===== src/sv/affine_transform_accumulator_top_assert.svh =====
// Assertion macros for the affine transform accumulator.
// Used by the top level; needs i_clk and i_rst_n in scope.
`ifndef AFFINE_TRANSFORM_ACCUMULATOR_TOP_ASSERT_SVH
`define AFFINE_TRANSFORM_ACCUMULATOR_TOP_ASSERT_SVH

// checked only out of reset
`define ATACC_ASSERT(name, prop, msg) \
    name: assert property (@(posedge i_clk) disable iff (!i_rst_n) prop) else $error(msg);

// checked on every edge, reset included
`define ATACC_ASSERT_ALWAYS(name, prop, msg) \
    name: assert property (@(posedge i_clk) prop) else $error(msg);

`endif


===== src/sv/atacc_pkg.sv =====
// Shared types and constants of the affine transform accumulator.
// No dependencies.
`default_nettype none

package atacc_pkg;

    localparam int FRAC_BITS    = 16;
    localparam int ANGLE_BITS   = 16;
    localparam int CORDIC_STEPS = 24;
    localparam int XY_W         = 34;
    localparam int ACC_W        = 67;
    localparam logic signed [XY_W-1:0] CORDIC_GAIN = XY_W'(652032874);
    localparam logic signed [31:0] FIX_ONE = 32'(1) <<< FRAC_BITS;

    typedef enum logic [1:0] {
        FUNC_IDENT = 2'd0,
        FUNC_MOVE  = 2'd1,
        FUNC_ROT   = 2'd2,
        FUNC_NOP   = 2'd3
    } t_func;

    typedef enum logic [2:0] {
        S_IDLE,
        S_ROT,
        S_MAC,
        S_DRAIN,
        S_OUT
    } t_state;

    typedef struct packed {
        logic [1:0]         func;
        logic signed [31:0] move_x;
        logic signed [31:0] move_y;
        logic [15:0]        rotate_angle;
    } t_in_req;

    typedef struct packed {
        logic signed [31:0] m00;
        logic signed [31:0] m01;
        logic signed [31:0] m02;
        logic signed [31:0] m10;
        logic signed [31:0] m11;
        logic signed [31:0] m12;
        logic signed [31:0] m20;
        logic signed [31:0] m21;
        logic signed [31:0] m22;
    } t_out_res;

    // one multiply-accumulate step issued to the MAC unit
    typedef struct packed {
        logic       valid;
        logic       first;
        logic       last;
        logic [3:0] idx;
    } t_mac_op;

    typedef struct packed {
        logic       valid;
        logic [3:0] idx;
    } t_mac_wr;

    // arctangent of 2^-i in units of 2^32 per turn
    function automatic logic [31:0] atan_units(input logic [4:0] i);
        logic [31:0] v;
        case (i)
            5'd0:  v = 32'd536870912;
            5'd1:  v = 32'd316933406;
            5'd2:  v = 32'd167458907;
            5'd3:  v = 32'd85004756;
            5'd4:  v = 32'd42667331;
            5'd5:  v = 32'd21354465;
            5'd6:  v = 32'd10679838;
            5'd7:  v = 32'd5340245;
            5'd8:  v = 32'd2670163;
            5'd9:  v = 32'd1335087;
            5'd10: v = 32'd667544;
            5'd11: v = 32'd333772;
            5'd12: v = 32'd166886;
            5'd13: v = 32'd83443;
            5'd14: v = 32'd41722;
            5'd15: v = 32'd20861;
            5'd16: v = 32'd10430;
            5'd17: v = 32'd5215;
            5'd18: v = 32'd2608;
            5'd19: v = 32'd1304;
            5'd20: v = 32'd652;
            5'd21: v = 32'd326;
            5'd22: v = 32'd163;
            5'd23: v = 32'd81;
            default: v = 32'd0;
        endcase
        return v;
    endfunction

endpackage

`default_nettype wire


===== src/sv/atacc_mac.sv =====
// Shared multiply-accumulate unit: registered 32x32 product, 67-bit sum,
// round to nearest at FRAC_BITS and saturate. Depends on atacc_pkg.
`default_nettype none

module atacc_mac import atacc_pkg::*; (
    input  wire logic               i_clk,
    input  wire logic               i_rst_n,
    input  wire t_mac_op            i_op,
    input  wire logic signed [31:0] i_a,
    input  wire logic signed [31:0] i_b,
    output t_mac_wr                 o_wr,
    output logic signed [31:0]      o_data
);

    localparam logic signed [ACC_W-1:0] HALF = ACC_W'(1) <<< (FRAC_BITS - 1);

    t_mac_op                  r_s1, r_s2;
    logic signed [63:0]       r_prod;
    logic signed [ACC_W-1:0]  r_acc;
    logic signed [ACC_W-1:0]  rnd;

    always_ff @(posedge i_clk) begin
        if (!i_rst_n) begin
            r_s1 <= '0;
            r_s2 <= '0;
        end else begin
            r_s1 <= i_op;
            r_s2 <= r_s1;
        end
    end

    always_ff @(posedge i_clk) begin
        r_prod <= 64'(i_a) * 64'(i_b);
        if (r_s1.valid) begin
            r_acc <= r_s1.first ? ACC_W'(r_prod) : r_acc + ACC_W'(r_prod);
        end
    end

    assign rnd = (r_acc + HALF) >>> FRAC_BITS;

    always_comb begin
        if (rnd[ACC_W-1:31] == '0 || rnd[ACC_W-1:31] == '1) begin
            o_data = rnd[31:0];
        end else if (rnd[ACC_W-1]) begin
            o_data = 32'sh8000_0000;
        end else begin
            o_data = 32'sh7FFF_FFFF;
        end
    end

    assign o_wr.valid = r_s2.valid & r_s2.last;
    assign o_wr.idx   = r_s2.idx;

endmodule

`default_nettype wire


===== config.mk =====
export PLATFORM = sky130hd
export DESIGN_NAME = atacc_mac
export DESIGN_NICKNAME = d
export VERILOG_FILES = /design/src/sv/affine_transform_accumulator_top_assert.svh /design/src/sv/atacc_pkg.sv /design/src/sv/atacc_mac.sv
export SDC_FILE = /design/constraint.sdc
export NUM_CORES = 2
export LEC_CHECK = 0
export ABC_AREA = 1
export BUFFER_PORTS_ARGS = -buffer_cell sky130_fd_sc_hd__buf_2
export CORE_UTILIZATION = 70
export DETAILED_ROUTE_END_ITERATION = 16
export PLACE_DENSITY = 0.86
export SYNTH_ARGS = -nofsm -noshare
export SYNTH_HDL_FRONTEND = slang
export SYNTH_SLANG_ARGS = --single-unit

===== constraint.sdc =====
create_clock -name i_clk -period 12.1 [get_ports i_clk]
set_clock_uncertainty 0.15 [all_clocks]
set_input_delay 1.815 -clock i_clk [delete_from_list [all_inputs] [get_ports i_clk]]
set_output_delay 1.815 -clock i_clk [all_outputs]
set_load 0.005 [all_outputs]

==> flow_summary.toml <==
[floorplanning]
ios = 110
dieArea_sq_um = 71200
fp-row-count = 96
coreArea_sq_um = 68900
dieWidth_um = 267
initial_core_util_pct = 71.2
die_h_um = 267

[finish]
multi_input_area_sq_um = 38000
final_common_cell = "nand2_1"
layout_common_cells = "nand2_1, inv_1, fa_1"
fill_cells = 5237
fin_nets = 7820
drive_gt1_share_pct = 3.56
register_area_sq_um = 3560
final_core_util_pct = 73.5
area_growth_pct = 3.27

[global_route]
antenna_found_initial = 4
grt.overflow.total = 0
first_global_vias = 45800
grt_usage_pct = 44.0
grt_start_max_net_pins = 67
grt_pass1_wl_um = 239000

[sta]
hold_viol = 0
setup_viol = 0
relSlewSlack_pct = 34.0
period_share_pct = 79.8
fin_hold_ws_ps = 263
slew_violations = 0
period_needed_ps = 9660
tightest_slew_ps = 990
finalSetupTns_ps = 0
rsz0062_at_grt = "no"
finalWorstSetupSlack_ps = 2440
clock.fmax_mhz = 104

[synthesis]
yosys.cell_types.count = 42
synth_top_flop_cell = "dfxtp_1"
synth-seq-cells = 144
synthCells = 6475
ys_seq_area_share_pct = 7.24
yosysTopAreaCell = "fa_1"
syn_area_per_cell_sq_um = 7.58
synth.area.top_cells = "fa_1, nand2_1, inv_1, ha_1, edfxtp_1"
synthArstFlopShare_pct = 0
synth_edf_count = 67
syn_nets = 7882
yosysTopAreaCellShare_pct = 44.2
syn_area_sq_um = 49100
yosys_warnings = 0

[setup_path]
end_kind = "register"
worstSetupPathType = "in2reg"
crit_fanout = 32
slowest_stage = "fa_1"
worstSetupStartpointType = "input port"
required_ps = 12330
timing.critical_path.mode_cell = "fa_1"
arrival_ps = 9880
worst_path_largest_cell_delay_ps = 830

[clock_network]
clk_latency_ps = 450
clkSinkCount = 144
cts_setup_buffers = 0
ctsRootBufferMaster = "clkbuf_16"
clock_path_buffers = 2
cts_hold_buffers = 0
clk_pin_slew_ps = 80
numCtsBuffers = 17
ctsResizeCount = 0
htree_levels = 4
cts_tree = "yes"

[route]
route.detailed.drc = 0
drt_iter0_markers = 4571
postRouteAntennaNets = 0
drt_wl_total_um = 150000
drtPass1Iterations = 8
via_per_inst = 5.77
wl_per_cell_um = 20.4
routed-via-count = 42500

[placed_design]
hpwl_um = 124000
dpl_worst_slack_ps = 2100
gp_congestion = 1.04
portBuffers = 109

[hold_path]
hold_path.class = "reg2reg"

[flow_run]
drv_cap = 0

[run_status]
status = "finished clean"
kinds of logic (layout without fill, tap and decap cells):
kind of cell	count (synthesis)	count (layout)	synth area share (%)
flip-flops	144	144	7.24
buffers and inverters	1988	1939	15.4
adder cells (fa/ha/maj)	1334	1334	50.6
AND/OR/NAND/NOR	2494	2494	20.3
other	0	1	0
AO/OA/AOI/OAI	410	410	4.61
XOR/XNOR	105	105	1.89
per-stage QoR:
stage | area [sq um] | cells
global placement | 50100 | 7325
finish | 50700 | 7358
global route | 50700 | 7358
floorplan | 49100 | 6475
detailed placement | 50100 | 7325
CTS | 50700 | 7357
flip-flops by register name, indices dropped and copies added (netlist names):
name    count
r_acc      67
r_prod     64
r_s1        7
o_wr        4
r_s2        2
Yosys cell counts (18+ instances only):
library cell	count
inv_1	1768
xor2_1	58
nand3_1	167
or2_2	30
xnor2_1	46
a31oi_1	18
nor3_1	26
o21bai_1	22
edfxtp_1	67
a21o_1	20
ha_1	251
nand4_1	37
fa_1	1083
nand2_1	1773
o21ai_0	136
clkbuf_1	206
a21oi_1	180
dfxtp_1	77
nor2_1	406
worst paths after layout:
kind	from	endpoint	slack [ps]	cells after the start
setup reg to reg	r_prod[0]$_DFF_P_	r_acc[58]$_DFFE_PP_	8390	17
hold / removal	r_s1[1]$_SDFF_PN0_	o_wr[1]$_SDFF_PN0_	260	2
setup / recovery	i_b[6]	r_prod[57]$_DFF_P_	2440	25
hold reg to reg	r_s1[1]$_SDFF_PN0_	o_wr[1]$_SDFF_PN0_	260	2
routing by layer:
metal	share of wire, %	routed length [um]	GRT usage (%)	up-vias
met5	0.019	29	0	-
met4	5.8	8710	21.6	4
met3	11	16700	9.00	738
met2	47	70600	73.0	2764
met1	36	53700	55.1	20500
li1	-	-	-	18500
layout make-up:
cell class,count,share of cell area (%)
well taps,931,2.30
clock buffers,17,0.839
clock inverters,15,0.291
multi-input cells,4343,74.9
repair buffers,137,1.49
flip-flops and latches,144,7.02
diodes,1,0.00494
inverters,1770,13.1
worst max-delay path, delay by kind of cell:
kind                       cells  cell delay [ps]
adders and majority gates      9             4680
xor gates and xnor gates       1              160
AOI/OAI and AO/OA              1              320
buffers and inverters          8             1840
and+or+nand+nor                6             1040
Power is left out: the tool's default activity adds up to more than one toggle a clock period on the data nets, which glitch-free logic cannot reach.
