`src/sv/affine_transform_accumulator_top_assert.svh`:
```
// Assertion macros for the affine transform accumulator.
// Used by the top level; needs i_clk and i_rst_n in scope.
`ifndef AFFINE_TRANSFORM_ACCUMULATOR_TOP_ASSERT_SVH
`define AFFINE_TRANSFORM_ACCUMULATOR_TOP_ASSERT_SVH

// checked only out of reset
`define ATACC_ASSERT(name, prop, msg) \
    name: assert property (@(posedge i_clk) disable iff (!i_rst_n) prop) else $error(msg);

// checked on every edge, reset included
`define ATACC_ASSERT_ALWAYS(name, prop, msg) \
    name: assert property (@(posedge i_clk) prop) else $error(msg);

`endif

```
`src/sv/atacc_pkg.sv`:
```
// Shared types and constants of the affine transform accumulator.
// No dependencies.
`default_nettype none

package atacc_pkg;

    localparam int FRAC_BITS    = 16;
    localparam int ANGLE_BITS   = 16;
    localparam int CORDIC_STEPS = 24;
    localparam int XY_W         = 34;
    localparam int ACC_W        = 67;
    localparam logic signed [XY_W-1:0] CORDIC_GAIN = XY_W'(652032874);
    localparam logic signed [31:0] FIX_ONE = 32'(1) <<< FRAC_BITS;

    typedef enum logic [1:0] {
        FUNC_IDENT = 2'd0,
        FUNC_MOVE  = 2'd1,
        FUNC_ROT   = 2'd2,
        FUNC_NOP   = 2'd3
    } t_func;

    typedef enum logic [2:0] {
        S_IDLE,
        S_ROT,
        S_MAC,
        S_DRAIN,
        S_OUT
    } t_state;

    typedef struct packed {
        logic [1:0]         func;
        logic signed [31:0] move_x;
        logic signed [31:0] move_y;
        logic [15:0]        rotate_angle;
    } t_in_req;

    typedef struct packed {
        logic signed [31:0] m00;
        logic signed [31:0] m01;
        logic signed [31:0] m02;
        logic signed [31:0] m10;
        logic signed [31:0] m11;
        logic signed [31:0] m12;
        logic signed [31:0] m20;
        logic signed [31:0] m21;
        logic signed [31:0] m22;
    } t_out_res;

    // one multiply-accumulate step issued to the MAC unit
    typedef struct packed {
        logic       valid;
        logic       first;
        logic       last;
        logic [3:0] idx;
    } t_mac_op;

    typedef struct packed {
        logic       valid;
        logic [3:0] idx;
    } t_mac_wr;

    // arctangent of 2^-i in units of 2^32 per turn
    function automatic logic [31:0] atan_units(input logic [4:0] i);
        logic [31:0] v;
        case (i)
            5'd0:  v = 32'd536870912;
            5'd1:  v = 32'd316933406;
            5'd2:  v = 32'd167458907;
            5'd3:  v = 32'd85004756;
            5'd4:  v = 32'd42667331;
            5'd5:  v = 32'd21354465;
            5'd6:  v = 32'd10679838;
            5'd7:  v = 32'd5340245;
            5'd8:  v = 32'd2670163;
            5'd9:  v = 32'd1335087;
            5'd10: v = 32'd667544;
            5'd11: v = 32'd333772;
            5'd12: v = 32'd166886;
            5'd13: v = 32'd83443;
            5'd14: v = 32'd41722;
            5'd15: v = 32'd20861;
            5'd16: v = 32'd10430;
            5'd17: v = 32'd5215;
            5'd18: v = 32'd2608;
            5'd19: v = 32'd1304;
            5'd20: v = 32'd652;
            5'd21: v = 32'd326;
            5'd22: v = 32'd163;
            5'd23: v = 32'd81;
            default: v = 32'd0;
        endcase
        return v;
    endfunction

endpackage

`default_nettype wire

```
`src/sv/atacc_cordic.sv`:
```
// Iterative CORDIC: sine and cosine of a binary angle, one step per cycle.
// Depends on atacc_pkg.
`default_nettype none

module atacc_cordic import atacc_pkg::*; (
    input  wire logic               i_clk,
    input  wire logic               i_rst_n,
    input  wire logic               i_start,
    input  wire logic [15:0]        i_angle,
    output logic                    o_done,
    output logic signed [31:0]      o_cos,
    output logic signed [31:0]      o_sin
);

    localparam int SH = 30 - FRAC_BITS;
    localparam logic signed [XY_W-1:0] HALF = XY_W'(1) <<< (SH - 1);

    logic                   r_run, r_fin, r_done;
    logic [4:0]             r_cnt;
    logic [1:0]             r_quad;
    logic signed [XY_W-1:0] r_x, r_y, r_z;
    logic signed [31:0]     r_cos, r_sin;

    logic signed [XY_W-1:0] dx, dy, at, z0, xr, yr;
    logic signed [31:0]     c, s;
    logic [ANGLE_BITS-1:0]  ang;

    assign ang = i_angle[ANGLE_BITS-1:0];
    assign z0  = $signed({{(XY_W-30){1'b0}}, ang[ANGLE_BITS-3:0],
                          {(32-ANGLE_BITS){1'b0}}});
    assign dx  = r_y >>> r_cnt;
    assign dy  = r_x >>> r_cnt;
    assign at  = $signed({{(XY_W-32){1'b0}}, atan_units(r_cnt)});
    assign xr  = (r_x + HALF) >>> SH;
    assign yr  = (r_y + HALF) >>> SH;
    assign c   = xr[31:0];
    assign s   = yr[31:0];

    always_ff @(posedge i_clk) begin
        if (!i_rst_n) begin
            r_run  <= 1'b0;
            r_fin  <= 1'b0;
            r_done <= 1'b0;
            r_cnt  <= '0;
        end else begin
            r_done <= r_fin;
            r_fin  <= 1'b0;
            if (i_start) begin
                r_run <= 1'b1;
                r_cnt <= '0;
            end else if (r_run) begin
                r_cnt <= r_cnt + 5'd1;
                if (r_cnt == 5'(CORDIC_STEPS - 1)) begin
                    r_run <= 1'b0;
                    r_fin <= 1'b1;
                end
            end
        end
    end

    always_ff @(posedge i_clk) begin
        if (i_start) begin
            r_x    <= CORDIC_GAIN;
            r_y    <= '0;
            r_z    <= z0;
            r_quad <= ang[ANGLE_BITS-1 -: 2];
        end else if (r_run) begin
            if (!r_z[XY_W-1]) begin
                r_x <= r_x - dx;
                r_y <= r_y + dy;
                r_z <= r_z - at;
            end else begin
                r_x <= r_x + dx;
                r_y <= r_y - dy;
                r_z <= r_z + at;
            end
        end
        if (r_fin) begin
            case (r_quad)
                2'd0: begin r_cos <= c;  r_sin <= s;  end
                2'd1: begin r_cos <= -s; r_sin <= c;  end
                2'd2: begin r_cos <= -c; r_sin <= -s; end
                default: begin r_cos <= s; r_sin <= -c; end
            endcase
        end
    end

    assign o_done = r_done;
    assign o_cos  = r_cos;
    assign o_sin  = r_sin;

endmodule

`default_nettype wire

```
`config.mk`:
```
export PLATFORM = sky130hd
export DESIGN_NAME = atacc_cordic
export DESIGN_NICKNAME = d
export VERILOG_FILES = /design/src/sv/affine_transform_accumulator_top_assert.svh /design/src/sv/atacc_pkg.sv /design/src/sv/atacc_cordic.sv
export SDC_FILE = /design/constraint.sdc
export NUM_CORES = 1
export LEC_CHECK = 0
export ABC_CLOCK_PERIOD_IN_PS = 6550
export BUFFER_PORTS_ARGS = -buffer_cell sky130_fd_sc_hd__buf_2
export CORE_UTILIZATION = 55
export CTS_CLUSTER_SIZE = 40
export DETAILED_ROUTE_END_ITERATION = 8
export PLACE_DENSITY_LB_ADDON = 0.25
export SYNTH_ARGS = -nofsm -noshare
export SYNTH_HDL_FRONTEND = slang
export SYNTH_SLANG_ARGS = --single-unit
```
`constraint.sdc`:
```
create_clock -name i_clk -period 6.55 [get_ports i_clk]
set_input_delay 1.31 -clock i_clk [delete_from_list [all_inputs] [get_ports i_clk]]
set_output_delay 1.31 -clock i_clk [all_outputs]
set_load 0.03 [all_outputs]
```
==> run_results.csv <==
group,metric,value,unit
outcome,outcome,"finished, final reports clean",
floorplan,die_w,204,um
final_layout,drive_gt1_frac,0.146,
sta,period_minus_slack,6.28,ns
placement,place_worst_setup_slack,0.215,ns
sta,maxSlewHeadroom,0.188,
placement,dp_hpwl,56400,um
critical_path,cp_max_fo,27,
global_routing,antenna_found_initial,0,
pwr,ir_drop,0.272,mV
route,drc,0,
sta,fmax,159,MHz
critical_path,cp_slowest_cell,"nor3b_1",
global_routing,gr-usage-all-layers,0.357,
floorplan,core-area,39900,um2
route,vias_per_cell,6.73,
synthesis,async_flop_share,0,
route,drtPass1Iterations,8,
pwr,leakage,9.84,nW
critical_path,crit_family,"compound AO/OA/AOI/OAI gates",
final_layout,final_core_util,0.608,
pwr,power_density,448,nW/um2
pwr,p_sw,5.27,mW
clocking,cts-root-buf,"clkbuf_16",
pwr,sw_frac_of_total,0.485,
critical_path,path_buf_inv,2,
critical_path,critPathCaptureType,"register",
clocking,cts.htree.levels,1,
critical_path,r2r_end,"r_y[33]",
critical_path,cp.required,7.03,ns
critical_path,critPathKind,"reg2reg",
floorplan,rows,73,
clocking,cts_sinks,206,
route,ant_nets,0,
final_layout,n_fill_cell,3492,
clocking,path_clk_slew,0.07,ns
critical_path,worstSetupStartpoint,"r_cnt[2]",
critical_path,max_stage_delay,0.99,ns
sta,fin_tns_setup,0,ns
global_routing,grt_start_max_net_pins,90,
route,wire_per_inst,23.2,um
clocking,tritoncts,"built",
pwr,p_int,5.59,mW
route,dr.first_iter.drc_count,2097,
sta,hold_slack,0.465,ns
final_layout,area_growth,8.38,%
synthesis,syn_nets,2833,
route,routed_wl,75700,um
critical_path,reg2reg_slack,0.27,ns
critical_path,setup.worst_path.end,"r_y[33]",
critical_path,path_depth,22,
hold_path,hold_path.class,"reg2reg",
synthesis,ys_ff_latch,206,
sta,fin_skew,0.0182,ns
pwr,combinationalPowerShare,0.665,
synthesis,ys_seq_area_frac,0.220,
global_routing,grt_pass1_wl,116000,um
clocking,insertion_delay,0.58,ns
pwr,seqPwrFrac,0.193,
critical_path,path_cells,"buf_12 -> nor3b_1 -> a22oi_1 -> nand2_1 -> a211oi_2 -> ha_1 -> nand4b_1 -> inv_1 -> a21oi_1 -> xnor2_1 -> ha_1 -> and4_1 -> and2_1 -> and3_1 -> a221oi_1 -> o31a_1 -> o21ai_0 -> a21o_1 -> a221o_1 -> o22a_1 -> o31a_1 -> o21ba_1",
critical_path,cp.arrival,6.76,ns
clocking,clockBufferDepth,3,
synthesis,syn_area,22400,um2
placement,io_buffers,83,
global_routing,first_global_vias,20800,
sta,finalWorstSetupSlack,0.274,ns
placement,dpl_cell_area,23300,um2
floorplan,initial_core_util,0.561,
clocking,numCtsBuffers,25,
sta,hold_viol_final,0,
synthesis,ys.flop_type,"dfxtp_1",
floorplan,io_pins,84,
route,vias,21900,
sta,worstMarginPinSlew,1.22,ns
critical_path,worstRegToRegCells,22,
synthesis,synth_cell_type_count,102,
floorplan,die_h,204,um
final_layout,nets,2851,
final_layout,layout_commonest_cell,"nor2_1",
floorplan,dieArea,41500,um2
final_layout,mostFrequentLayoutCells,"nor2_1, a21oi_1, nand2_1, o21ai_0, dfxtp_1",
placement,finalWeightedCongestion,1.00,
sta,setup_viol,0,
sta,timing.final.max_slew_violations,0,
critical_path,startpoint_type,"register",
flow_run,drv_cap,0,
final_layout,stdcell_area,24300,um2
synthesis,syn_inst,2697,
final_layout,diodes,0,
synthesis,synth_edf_count,80,
synthesis,synth_warnings,0,
pwr,clkPwrFrac,0.142,
global_routing,grt_overflow_total,0,
synthesis,syn_area_per_cell,8.30,um2
sta,fin_crit_sh,0.958,
critical_path,worstReg2RegStart,"r_cnt[2]",
==> kinds of logic (layout without fill, tap and decap cells) <==
group | after synthesis | in the layout | share of synthesized area
AO/OA/AOI/OAI | 814 | 814 | 0.233
XOR/XNOR | 216 | 216 | 0.0845
adder cells (fa/ha/maj) | 117 | 117 | 0.0664
buffers and inverters | 263 | 300 | 0.0556
flip-flops | 206 | 206 | 0.220
multiplexers | 211 | 211 | 0.154
AND/OR/NAND/NOR | 870 | 870 | 0.186
==> synth_stat cells (all sizes together), types with 38 or more instances <==
library cell / count / area, um2
inv: 71 / 267
ha: 114 / 1430
a211oi: 47 / 368
nand2: 224 / 841
clkbuf: 124 / 465
o21ai: 162 / 818
xnor2: 113 / 990
a21o: 57 / 428
edfxtp: 80 / 2400
nor3: 67 / 365
mux4: 95 / 2210
dfxtp: 126 / 2520
nor2: 303 / 1140
a31oi: 56 / 350
and3: 40 / 255
a21oi: 248 / 1240
nand3: 56 / 285
mux2i: 78 / 797
mux2: 38 / 439
buf: 65 / 500
xor2: 103 / 902
==> layer usage <==
| layer | share of wire | wire length [um] | vias up | GRT usage |
|---|---|---|---|---|
| li1 | - | - | 10100 | - |
| met1 | 0.38 | 29000 | 10500 | 0.449 |
| met2 | 0.47 | 35800 | 1140 | 0.600 |
| met3 | 0.093 | 7040 | 225 | 0.0542 |
| met4 | 0.049 | 3740 | 2 | 0.166 |
| met5 | 0.00095 | 72 | - | 0.0107 |
==> through the flow <==
stage | instances | power (mW)
final | 3259 | 10.9
after global routing | 3259 | 11.6
after CTS | 3253 | 10.7
after detailed placement | 3207 | 9.09
after global placement | 3207 | 8.93
after floorplan | 2697 | 7.34
==> worst min path at each step <==
stage	end	cells past startpoint	start	slack (ns)
global placement	r_z[11]	2	r_z[11]	0.45
CTS	r_z[31]	2	r_z[31]	0.47
detailed placement	r_z[31]	2	r_z[31]	0.46
finish	r_z[31]	2	r_z[31]	0.47
floorplan	r_z[11]	2	r_z[11]	0.43
global route	r_z[31]	2	r_z[31]	0.50
==> flip-flops by register name, summed over array words and instances, names as in the netlist <==
name / count
o_sin: 32
r_fin: 1
r_z: 34
o_done: 1
r_cnt: 5
o_cos: 32
r_quad: 2
r_run: 1
at: 30
r_y: 34
r_x: 34
==> tightest hold or removal path: cells and delay by family (launching register included) <==
kind | cells | cell delay (ns)
AOI/OAI and AO/OA | 1 | 0.06
DFF | 1 | 0.33
and+or+nand+nor | 1 | 0.05
==> power by group through the flow <==
stage | Sequential [mW] | Clock [mW] | Combinational (mW)
floorplan | 1.75 | 0 | 5.58
global placement | 2.07 | 0 | 6.86
detailed placement | 2.08 | 0 | 7.00
CTS | 2.05 | 1.57 | 7.06
global route | 2.10 | 1.61 | 7.91
finish | 2.09 | 1.54 | 7.23
==> timing repair <==
action / 4_1_cts / 5_1_grt
hold buffers: 0 / 0
resized for setup: 0 / 4
buffers inserted: 0 / 6
setup endpoints to repair: 0 / 5
==> area by class of cell <==
class | count | area, um2 | share of cell area
clock buffer | 25 | 626 | 0.0258
sequential | 206 | 4940 | 0.204
timing repair buffer | 180 | 1240 | 0.0510
clock inverter | 21 | 274 | 0.0113
multi-input combinational | 2228 | 16200 | 0.670
inverter | 74 | 278 | 0.0115
tap | 525 | 657 | 0.0271
No activity file was read; power rests on OpenSTA's default activity.
